===== src/rtl/core/rwb_pkg.sv =====
package rwb_pkg;

   localparam int SAMPLE_W = 24;
   localparam int GAIN_W   = 16;
   localparam int EXP_W    = 3;
   localparam int COEF_W   = 20;
   localparam int HIST_W   = 32;
   localparam int POW_W    = 25;
   localparam int MUL_A_W  = 32;
   localparam int MUL_B_W  = 25;
   localparam int PROD_W   = MUL_A_W + MUL_B_W;
   localparam int GACC_W   = 44;
   localparam int FACC_W   = 56;
   localparam int Y_W      = FACC_W - 16;
   localparam int CSR_IDX_W  = 3;
   localparam int CSR_DATA_W = 20;

   localparam int QUEUE_DEPTH = 2;

   localparam logic signed [POW_W-1:0] ONE_Q23 = 25'sh0800000;

   localparam logic signed [GAIN_W-1:0] POWER_GAIN_RST  = 16'sd8192;
   localparam logic [EXP_W-1:0]         POWER_EXP_RST   = 3'd5;
   localparam logic signed [GAIN_W-1:0] CUBE_GAIN_RST   = 16'sd20480;
   localparam logic signed [GAIN_W-1:0] LINEAR_GAIN_RST = 16'sd12288;

   localparam logic [CSR_IDX_W-1:0] REG_POWER_GAIN  = 3'd0;
   localparam logic [CSR_IDX_W-1:0] REG_POWER_EXP   = 3'd1;
   localparam logic [CSR_IDX_W-1:0] REG_CUBE_GAIN   = 3'd2;
   localparam logic [CSR_IDX_W-1:0] REG_LINEAR_GAIN = 3'd3;
   localparam logic [CSR_IDX_W-1:0] REG_COEF_B0     = 3'd4;
   localparam logic [CSR_IDX_W-1:0] REG_COEF_B2     = 3'd5;
   localparam logic [CSR_IDX_W-1:0] REG_COEF_A1     = 3'd6;
   localparam logic [CSR_IDX_W-1:0] REG_COEF_A2     = 3'd7;

   typedef struct packed {
      logic signed [GAIN_W-1:0] power_gain;
      logic [EXP_W-1:0]         power_exponent;
      logic signed [GAIN_W-1:0] cube_gain;
      logic signed [GAIN_W-1:0] linear_gain;
      logic signed [COEF_W-1:0] coef_b0;
      logic signed [COEF_W-1:0] coef_b2;
      logic signed [COEF_W-1:0] coef_a1;
      logic signed [COEF_W-1:0] coef_a2;
   } cfg_type;

   typedef struct packed {
      logic                       bypass;
      logic signed [SAMPLE_W-1:0] sample;
   } entry_type;

endpackage


===== src/rtl/core/rwb_front.sv =====
module rwb_front import rwb_pkg::*; #(
   parameter int QueueDepth = QUEUE_DEPTH
) (
   input  logic                       clock,
   input  logic                       reset,
   input  logic                       req_valid,
   output logic                       req_ready,
   input  logic signed [SAMPLE_W-1:0] req_sample_in,
   input  logic                       req_process_enable,
   input  logic                       pop,
   output logic                       head_valid,
   output entry_type                  head
);

   localparam int PtrW = (QueueDepth > 1) ? $clog2(QueueDepth) : 1;
   localparam int CntW = $clog2(QueueDepth + 1);
   localparam logic [PtrW-1:0] LastPtr = PtrW'(QueueDepth - 1);
   localparam logic [CntW-1:0] FullCnt = CntW'(QueueDepth);

   entry_type       entries_ff [QueueDepth];
   logic [PtrW-1:0] wr_ptr_ff, wr_ptr_in;
   logic [PtrW-1:0] rd_ptr_ff, rd_ptr_in;
   logic [CntW-1:0] count_ff, count_in;
   entry_type       entry_in;
   logic            push;

   assign req_ready  = (count_ff != FullCnt);
   assign push       = req_valid && req_ready;
   assign head_valid = (count_ff != '0);
   assign head       = entries_ff[rd_ptr_ff];

   // zero samples and disabled requests skip the effect
   always_comb begin
      entry_in.bypass = !req_process_enable || (req_sample_in == '0);
      entry_in.sample = req_sample_in;
   end

   always_comb begin
      wr_ptr_in = wr_ptr_ff;
      rd_ptr_in = rd_ptr_ff;
      count_in  = count_ff;
      if (push) begin
         wr_ptr_in = (wr_ptr_ff == LastPtr) ? '0 : wr_ptr_ff + 1'b1;
      end
      if (pop) begin
         rd_ptr_in = (rd_ptr_ff == LastPtr) ? '0 : rd_ptr_ff + 1'b1;
      end
      unique case ({push, pop})
         2'b10: count_in = count_ff + 1'b1;
         2'b01: count_in = count_ff - 1'b1;
         default: count_in = count_ff;
      endcase
   end

   always_ff @(posedge clock) begin
      if (reset) begin
         wr_ptr_ff <= '0;
         rd_ptr_ff <= '0;
         count_ff  <= '0;
      end else begin
         wr_ptr_ff <= wr_ptr_in;
         rd_ptr_ff <= rd_ptr_in;
         count_ff  <= count_in;
      end
   end

   always_ff @(posedge clock) begin
      if (push) begin
         entries_ff[wr_ptr_ff] <= entry_in;
      end
   end

endmodule


===== src/rtl/core/rwb_back.sv =====
module rwb_back import rwb_pkg::*; (
   input  logic                       clock,
   input  logic                       reset,
   input  cfg_type                    cfg,
   input  logic                       head_valid,
   input  entry_type                  head,
   output logic                       pop,
   output logic                       rsp_valid,
   input  logic                       rsp_ready,
   output logic signed [SAMPLE_W-1:0] rsp_sample_out
);

   localparam logic [2:0] ST_IDLE = 3'd0;
   localparam logic [2:0] ST_POW  = 3'd1;
   localparam logic [2:0] ST_GAIN = 3'd2;
   localparam logic [2:0] ST_FILT = 3'd3;
   localparam logic [2:0] ST_DONE = 3'd4;
   localparam logic [2:0] ST_PASS = 3'd5;

   function automatic logic signed [SAMPLE_W-1:0] sat24(input logic signed [Y_W-1:0] v);
      logic signed [SAMPLE_W-1:0] r;
      if (v[Y_W-1:SAMPLE_W-1] == {(Y_W-SAMPLE_W+1){v[Y_W-1]}}) begin
         r = v[SAMPLE_W-1:0];
      end else begin
         r = v[Y_W-1] ? {1'b1, {(SAMPLE_W-1){1'b0}}} : {1'b0, {(SAMPLE_W-1){1'b1}}};
      end
      return r;
   endfunction

   function automatic logic signed [HIST_W-1:0] sat32(input logic signed [Y_W-1:0] v);
      logic signed [HIST_W-1:0] r;
      if (v[Y_W-1:HIST_W-1] == {(Y_W-HIST_W+1){v[Y_W-1]}}) begin
         r = v[HIST_W-1:0];
      end else begin
         r = v[Y_W-1] ? {1'b1, {(HIST_W-1){1'b0}}} : {1'b0, {(HIST_W-1){1'b1}}};
      end
      return r;
   endfunction

   logic [2:0]                 state_ff, state_in;
   logic [2:0]                 step_ff, step_in;
   logic signed [SAMPLE_W-1:0] x_ff, x_in;
   logic signed [POW_W-1:0]    pow_ff, pow_in;
   logic signed [POW_W-1:0]    cube_ff, cube_in;
   logic signed [GACC_W-1:0]   gacc_ff, gacc_in;
   logic signed [FACC_W-1:0]   facc_ff, facc_in;
   logic signed [HIST_W-1:0]   s_ff, s_in;
   logic signed [HIST_W-1:0]   sh1_ff, sh1_in, sh2_ff, sh2_in;
   logic signed [HIST_W-1:0]   oh1_ff, oh1_in, oh2_ff, oh2_in;
   logic signed [PROD_W-1:0]   prod_ff, prod_in;
   logic                       rsp_valid_ff, rsp_valid_in;
   logic signed [SAMPLE_W-1:0] rsp_sample_ff, rsp_sample_in;

   logic signed [MUL_A_W-1:0]  op_a;
   logic signed [MUL_B_W-1:0]  op_b;
   logic signed [POW_W-1:0]    cur;
   logic [EXP_W-1:0]           last_k;
   logic signed [GACC_W-1:0]   prod_g;
   logic signed [FACC_W-1:0]   prod_f;
   logic signed [HIST_W-1:0]   s_now;
   logic signed [Y_W-1:0]      y;
   logic                       out_free;

   assign cur      = (step_ff == '0) ? ONE_Q23 : $signed(prod_ff[23+POW_W-1:23]);
   assign last_k   = (cfg.power_exponent > EXP_W'(3)) ? cfg.power_exponent : EXP_W'(3);
   assign prod_g   = prod_ff[GACC_W-1:0];
   assign prod_f   = prod_ff[FACC_W-1:0];
   assign s_now    = gacc_ff[12+HIST_W-1:12];
   assign y        = facc_ff[FACC_W-1:16];
   assign out_free = !rsp_valid_ff || rsp_ready;
   assign prod_in  = op_a * op_b;

   assign rsp_valid      = rsp_valid_ff;
   assign rsp_sample_out = rsp_sample_ff;

   always_comb begin
      state_in      = state_ff;
      step_in       = step_ff;
      x_in          = x_ff;
      pow_in        = pow_ff;
      cube_in       = cube_ff;
      gacc_in       = gacc_ff;
      facc_in       = facc_ff;
      s_in          = s_ff;
      sh1_in        = sh1_ff;
      sh2_in        = sh2_ff;
      oh1_in        = oh1_ff;
      oh2_in        = oh2_ff;
      rsp_valid_in  = rsp_valid_ff && !rsp_ready;
      rsp_sample_in = rsp_sample_ff;
      op_a          = '0;
      op_b          = '0;
      pop           = 1'b0;
      unique case (state_ff)
         ST_IDLE: begin
            if (head_valid) begin
               pop      = 1'b1;
               x_in     = head.sample;
               step_in  = '0;
               state_in = head.bypass ? ST_PASS : ST_POW;
            end
         end
         // repeated multiply by x, power and cube picked off on the way
         ST_POW: begin
            op_a = {{(MUL_A_W-POW_W){cur[POW_W-1]}}, cur};
            op_b = {{(MUL_B_W-SAMPLE_W){x_ff[SAMPLE_W-1]}}, x_ff};
            if (step_ff == 3'd3) begin
               cube_in = cur;
            end
            if (step_ff == cfg.power_exponent) begin
               pow_in = cur;
            end
            if (step_ff == last_k) begin
               state_in = ST_GAIN;
               step_in  = '0;
            end else begin
               step_in = step_ff + 1'b1;
            end
         end
         ST_GAIN: begin
            step_in = step_ff + 1'b1;
            unique case (step_ff)
               3'd0: begin
                  op_a = {{(MUL_A_W-POW_W){pow_ff[POW_W-1]}}, pow_ff};
                  op_b = {{(MUL_B_W-GAIN_W){cfg.power_gain[GAIN_W-1]}}, cfg.power_gain};
               end
               3'd1: begin
                  op_a    = {{(MUL_A_W-POW_W){cube_ff[POW_W-1]}}, cube_ff};
                  op_b    = {{(MUL_B_W-GAIN_W){cfg.cube_gain[GAIN_W-1]}}, cfg.cube_gain};
                  gacc_in = prod_g;
               end
               3'd2: begin
                  op_a    = {{(MUL_A_W-SAMPLE_W){x_ff[SAMPLE_W-1]}}, x_ff};
                  op_b    = {{(MUL_B_W-GAIN_W){cfg.linear_gain[GAIN_W-1]}}, cfg.linear_gain};
                  gacc_in = gacc_ff - prod_g;
               end
               default: begin
                  gacc_in  = gacc_ff + prod_g;
                  state_in = ST_FILT;
                  step_in  = '0;
               end
            endcase
         end
         ST_FILT: begin
            step_in = step_ff + 1'b1;
            unique case (step_ff)
               3'd0: begin
                  op_a = s_now;
                  op_b = {{(MUL_B_W-COEF_W){cfg.coef_b0[COEF_W-1]}}, cfg.coef_b0};
                  s_in = s_now;
               end
               3'd1: begin
                  op_a    = sh2_ff;
                  op_b    = {{(MUL_B_W-COEF_W){cfg.coef_b2[COEF_W-1]}}, cfg.coef_b2};
                  facc_in = prod_f;
               end
               3'd2: begin
                  op_a    = oh1_ff;
                  op_b    = {{(MUL_B_W-COEF_W){cfg.coef_a1[COEF_W-1]}}, cfg.coef_a1};
                  facc_in = facc_ff + prod_f;
               end
               3'd3: begin
                  op_a    = oh2_ff;
                  op_b    = {{(MUL_B_W-COEF_W){cfg.coef_a2[COEF_W-1]}}, cfg.coef_a2};
                  facc_in = facc_ff + prod_f;
               end
               default: begin
                  facc_in  = facc_ff + prod_f;
                  state_in = ST_DONE;
                  step_in  = '0;
               end
            endcase
         end
         ST_DONE: begin
            if (out_free) begin
               rsp_valid_in  = 1'b1;
               rsp_sample_in = sat24(y);
               sh2_in        = sh1_ff;
               sh1_in        = s_ff;
               oh2_in        = oh1_ff;
               oh1_in        = sat32(y);
               state_in      = ST_IDLE;
            end
         end
         ST_PASS: begin
            if (out_free) begin
               rsp_valid_in  = 1'b1;
               rsp_sample_in = x_ff;
               state_in      = ST_IDLE;
            end
         end
         default: begin
            state_in = ST_IDLE;
         end
      endcase
   end

   always_ff @(posedge clock) begin
      if (reset) begin
         state_ff     <= ST_IDLE;
         step_ff      <= '0;
         sh1_ff       <= '0;
         sh2_ff       <= '0;
         oh1_ff       <= '0;
         oh2_ff       <= '0;
         rsp_valid_ff <= 1'b0;
      end else begin
         state_ff     <= state_in;
         step_ff      <= step_in;
         sh1_ff       <= sh1_in;
         sh2_ff       <= sh2_in;
         oh1_ff       <= oh1_in;
         oh2_ff       <= oh2_in;
         rsp_valid_ff <= rsp_valid_in;
      end
   end

   always_ff @(posedge clock) begin
      x_ff          <= x_in;
      pow_ff        <= pow_in;
      cube_ff       <= cube_in;
      gacc_ff       <= gacc_in;
      facc_ff       <= facc_in;
      s_ff          <= s_in;
      prod_ff       <= prod_in;
      rsp_sample_ff <= rsp_sample_in;
   end

endmodule


===== src/rtl/core/radio_waveshaper_bandpass_core.sv =====
// channel | dir | ports                                            | handshake
// req     | in  | req_valid req_ready req_sample_in req_process_enable | valid/ready
// rsp     | out | rsp_valid rsp_ready rsp_sample_out               | valid/ready
// csr     | in  | csr_write_enable csr_index csr_write_data        | write strobe
//
// a request with the effect applied runs in the back end on the single 32x25
// multiplier, which does the power loop, the three gain products and the four
// filter taps in turn
// a passed-through request skips the multiplier in the back end
// the request queue keeps taking requests while the back end works or rsp stalls, until it is full
// synchronous reset clears queue, sequencer and filter histories and loads the config registers with their reset values
module radio_waveshaper_bandpass_core import rwb_pkg::*; #(
   parameter int QueueDepth = QUEUE_DEPTH
) (
   input  logic                         clock,
   input  logic                         reset,
   input  logic                         req_valid,
   output logic                         req_ready,
   input  logic signed [SAMPLE_W-1:0]   req_sample_in,
   input  logic                         req_process_enable,
   output logic                         rsp_valid,
   input  logic                         rsp_ready,
   output logic signed [SAMPLE_W-1:0]   rsp_sample_out,
   input  logic                         csr_write_enable,
   input  logic [CSR_IDX_W-1:0]         csr_index,
   input  logic [CSR_DATA_W-1:0]        csr_write_data
);

   cfg_type   cfg_ff, cfg_in;
   logic      q_head_valid;
   entry_type q_head;
   logic      q_pop;

   always_comb begin
      cfg_in = cfg_ff;
      if (csr_write_enable) begin
         unique case (csr_index)
            REG_POWER_GAIN:  cfg_in.power_gain     = csr_write_data[GAIN_W-1:0];
            REG_POWER_EXP:   cfg_in.power_exponent = csr_write_data[EXP_W-1:0];
            REG_CUBE_GAIN:   cfg_in.cube_gain      = csr_write_data[GAIN_W-1:0];
            REG_LINEAR_GAIN: cfg_in.linear_gain    = csr_write_data[GAIN_W-1:0];
            REG_COEF_B0:     cfg_in.coef_b0        = csr_write_data[COEF_W-1:0];
            REG_COEF_B2:     cfg_in.coef_b2        = csr_write_data[COEF_W-1:0];
            REG_COEF_A1:     cfg_in.coef_a1        = csr_write_data[COEF_W-1:0];
            REG_COEF_A2:     cfg_in.coef_a2        = csr_write_data[COEF_W-1:0];
            default:         cfg_in = cfg_ff;
         endcase
      end
   end

   always_ff @(posedge clock) begin
      if (reset) begin
         cfg_ff.power_gain     <= POWER_GAIN_RST;
         cfg_ff.power_exponent <= POWER_EXP_RST;
         cfg_ff.cube_gain      <= CUBE_GAIN_RST;
         cfg_ff.linear_gain    <= LINEAR_GAIN_RST;
         cfg_ff.coef_b0        <= '0;
         cfg_ff.coef_b2        <= '0;
         cfg_ff.coef_a1        <= '0;
         cfg_ff.coef_a2        <= '0;
      end else begin
         cfg_ff <= cfg_in;
      end
   end

   rwb_front #(
      .QueueDepth(QueueDepth)
   ) u_front (
      .clock              (clock),
      .reset              (reset),
      .req_valid          (req_valid),
      .req_ready          (req_ready),
      .req_sample_in      (req_sample_in),
      .req_process_enable (req_process_enable),
      .pop                (q_pop),
      .head_valid         (q_head_valid),
      .head               (q_head)
   );

   rwb_back u_back (
      .clock          (clock),
      .reset          (reset),
      .cfg            (cfg_ff),
      .head_valid     (q_head_valid),
      .head           (q_head),
      .pop            (q_pop),
      .rsp_valid      (rsp_valid),
      .rsp_ready      (rsp_ready),
      .rsp_sample_out (rsp_sample_out)
   );

   a_rsp_after_reset: assert property (@(posedge clock) reset |=> !rsp_valid)
      else $error("response valid right after reset");

   a_pop_nonempty: assert property (@(posedge clock) disable iff (reset)
      q_pop |-> q_head_valid)
      else $error("back end took a request from an empty queue");

   a_push_lands: assert property (@(posedge clock) disable iff (reset)
      (req_valid && req_ready) |=> q_head_valid)
      else $error("accepted request missing from queue");

endmodule


===== config.mk =====
export PLATFORM = sky130hd
export DESIGN_NAME = radio_waveshaper_bandpass_core
export DESIGN_NICKNAME = d
export VERILOG_FILES = /design/src/rtl/core/rwb_pkg.sv /design/src/rtl/core/rwb_front.sv /design/src/rtl/core/rwb_back.sv /design/src/rtl/core/radio_waveshaper_bandpass_core.sv
export SDC_FILE = /design/constraint.sdc
export NUM_CORES = 2
export LEC_CHECK = 0
export BUFFER_PORTS_ARGS = -buffer_cell sky130_fd_sc_hd__buf_2
export CAP_MARGIN = 10
export CORE_MARGIN = 2
export CORE_UTILIZATION = 60
export CTS_CLUSTER_SIZE = 8
export DETAILED_ROUTE_END_ITERATION = 12
export HOLD_SLACK_MARGIN = 0.08
export PLACE_DENSITY = 0.79
export SLEW_MARGIN = 20
export SYNTH_ARGS = -nofsm -noshare
export SYNTH_HDL_FRONTEND = slang
export SYNTH_SLANG_ARGS = --single-unit
export TNS_END_PERCENT = 1

===== constraint.sdc =====
create_clock -name clock -period 10.6 [get_ports clock]
set_clock_uncertainty 0.2 [all_clocks]
set_input_delay 0.53 -clock clock [delete_from_list [all_inputs] [get_ports clock]]
set_output_delay 0.53 -clock clock [all_outputs]
set_load 0.05 [all_outputs]

==> key figures <==
Status
  – Status: completed

Power and ir drop
  – Switching share of power: 0.497
  – Pwr Density: 259 nW/um2
  – Comb power frac: 0.626
  – Internal power: 8.16 mW
  – Peak supply drop: 0.000196 V
  – Sequential Power Share: 0.209
  – Lkg Pwr: 26.9 nW
  – Psw: 8.05 mW
  – Total power: 16.2 mW
  – Clock Power Share: 0.164

Setup path
  – Worst setup SP type: flop
  – Worst path required time: 10.93 ns
  – CP dominant cell by count: fa_1
  – Peak per-stage delay on the critical path: 0.84 ns
  – Crit Path Max Fanout: 25
  – Crit path max-delay cell type: o311ai_4
  – Reg2Reg Launch Point: u_back.step_ff[0]
  – Buffers and inverters on the worst path: 6
  – FF-to-FF path depth: 30
  – Critical path origin: u_back.step_ff[0]
  – Setup Crit Path Kind: flop to flop
  – Worst EP arrival: 10.59 ns
  – Reg2Reg Capture Point: u_back.prod_ff[55]
  – Family with the most delay on the worst path: adder cells
  – Internal reg-to-reg setup slack: 0.34 ns
  – CP Capture Type: flop

Worst hold path
  – Hold Crit Class: primary input to flop
  – Hold Path Sink: u_front.wr_ptr_ff
  – Hold Crit Start: req_valid
  – Hold path depth: 4

Global route
  – Number of global-route vias before repair: 47800
  – Overall routing resource usage: 0.369
  – First-pass GRT wire length: 278000 um
  – Largest net degree at the start of global routing: 122
  – GRT Residual Overflow: 0
  – Initial antenna violation count: 5

Final layout
  – Area of the multi-input gates: 37700 um2
  – Area growth syn-to-layout: 9.78%
  – Share of layout cells above drive strength 1: 0.0718
  – Fill cell count: 7395
  – Final core occ: 0.661
  – Nets: 7506
  – Reg area: 15000 um2

Clock tree
  – Cts bufs inserted: 86
  – CTS tree: done
  – Post_cts resized: 0
  – Max H-tree Level: 3
  – Root buf cell: clkbuf_16
  – Hold buffers post-CTS: 46
  – Sink Count: 607
  – Maximum root-to-sink buffer count: 3
  – Clock latency at the later pin of the worst-skew pair: 0.68 ns
  – Clock transition at path regs: 0.05 ns
  – Post-CTS Repair Setup Buffers: 0

Detailed routing
  – Initial drt markers: 5463
  – WL met1: 65500 um
  – Drc violations: 0
  – Drt first pass iters: 6
  – DR vias/cell: 6.14
  – Final ANT Viol Nets: 0
  – Met2 WL post-DR: 79200 um
  – Vias: 47400
  – DR WL/cell: 23.1 um
  – DR top layer: met5
  – Met3 WL: 21700 um
  – WL final: 178000 um

Logic synthesis
  – Post-synthesis register bit count: 607
  – Count leader, synth: nand2_1
  – Number of synthesized flops with an enable pin: 280
  – Synth top area share: 0.286
  – Post-synthesis async set-or-reset flop share: 0
  – Most used DFF post-synth: dfxtp_1
  – Cells after Synth: 6343
  – Leading area contributor after synthesis: fa_1
  – Avg Inst Size Synth: 8.98 um2
  – Largest cells by area after synthesis: fa_1, edfxtp_1, dfxtp_1
  – Ys Warns: 0
  – Area of the mapped netlist: 57000 um2
  – Synth cell count leaders: nand2_1, inv_1, fa_1
  – Post-Syn Nets: 7467
  – Register area share after synthesis: 0.262
  – Unique masters post-synth: 71

Job
  – Max-cap violations: 0

Place
  – Port bufs: 78
  – Post-detail-place hpwl: 135000 um
  – Gpl congestion: 1.03

STA
  – Fmax: 97.5 MHz
  – Max-slew violation count: 0
  – Final setup fails: 0
  – Hold Vio Cnt, Final: 0
  – WHS: 0.162 ns
  – Setup tns final: 0 ns
  – Actual slew at the worst max-slew pin: 1.26 ns
  – Final min period: 10.26 ns
  – RSZ-0062 raised after global routing: false
  – Final period utilization: 0.968
  – Slew headroom: 0.159

Floorplanning
  – Site row count: 113
  – Chip height: 312 um
  – Die W: 312 um
  – Overall die area: 97500 um2
  – Effective utilization at floorplan: 0.602
  – Top Ports: 79
  – Placeable Area: 94600 um2
## power groups by stage
stage                     clock, mW  combinational, mW  sequential (mW)
after floorplan                   0               6.57             3.25
after global placement            0               9.64             3.40
after detailed placement          0               9.78             3.41
after CTS                      2.65               9.94             3.37
after global routing           2.77               11.0             3.40
final                          2.67               10.2             3.40
## layout make-up
class                   instances  share of cell area
multi-input cells            4469               0.602
clock inverters                 7             0.00298
well taps                    1265              0.0253
clock buffers                 144              0.0386
inverters                     914              0.0548
diodes                          4            0.000160
flip-flops and latches        607               0.239
repair buffers                304              0.0367
## how the worst max path moves through the flow
stage                     depth (start not counted)            endpoint  slack [ns]
after floorplan                                  34  u_back.prod_ff[55]        1.14
after global placement                           30  u_back.prod_ff[55]        0.65
after detailed placement                         30  u_back.prod_ff[55]        0.52
after CTS                                        30  u_back.prod_ff[55]        0.47
after global routing                             30  u_back.prod_ff[55]        0.02
final                                            30  u_back.prod_ff[55]        0.34
## metrics by stage
step	instance area (um2)	std cells	setup WS [ns]
floorplan	57000	6343	1.14
global placement	59500	7513	0.652
detailed placement	59500	7513	0.518
CTS	62500	7710	0.471
global route	62600	7711	0.0229
finish	62600	7714	0.339
## worst min-delay path, stage by stage
cell and delay, ns:
buf_2 0.11, nand2_1 0.13, xor2_1 0.10, nor2_1 0.12
## metal layers
layer  track usage  up-vias
met4         0.202        2
met2         0.564     2930
li1              -    20500
met5             0        -
met3        0.0921      651
met1         0.486    23300
## cells by family (layout without fill, tap and decap cells)
| kind of cell | after synthesis | after routing | share of synthesized area |
|---|---|---|---|
| compound gates | 1169 | 1169 | 0.128 |
| xor+xnor | 203 | 203 | 0.0315 |
| fa+ha+maj | 1071 | 1071 | 0.342 |
| buf+inv | 1267 | 1369 | 0.0836 |
| flops | 607 | 607 | 0.262 |
| mux | 30 | 30 | 0.00582 |
| other cells | 0 | 4 | 0 |
| simple gates | 1996 | 1996 | 0.146 |
## registers in the layout, indices dropped and copies added (netlist names), 44 cells and up, named ones only
name / count
cfg_ff: 131
u_back.facc_ff: 56
u_back.gacc_ff: 44
u_back.prod_ff: 56
u_front.entries_ff: 50
## cells in the final DEF, fill, tap and decap left out, types with 48 or more instances in the layout
| cell | instances |
|---|---|
| fa_1 | 813 |
| nand2b_1 | 60 |
| ha_1 | 257 |
| inv_1 | 913 |
| nor2_1 | 558 |
| a211oi_1 | 48 |
| xnor2_1 | 113 |
| a21oi_1 | 470 |
| a22oi_1 | 147 |
| a21o_1 | 66 |
| buf_4 | 173 |
| buf_2 | 77 |
| o21ai_0 | 173 |
| nor3_1 | 57 |
| dfxtp_1 | 327 |
| clkbuf_1 | 56 |
| xor2_1 | 89 |
| edfxtp_1 | 280 |
| clkbuf_16 | 88 |
| nand2_1 | 1083 |
(Power assumes the default switching activity.)
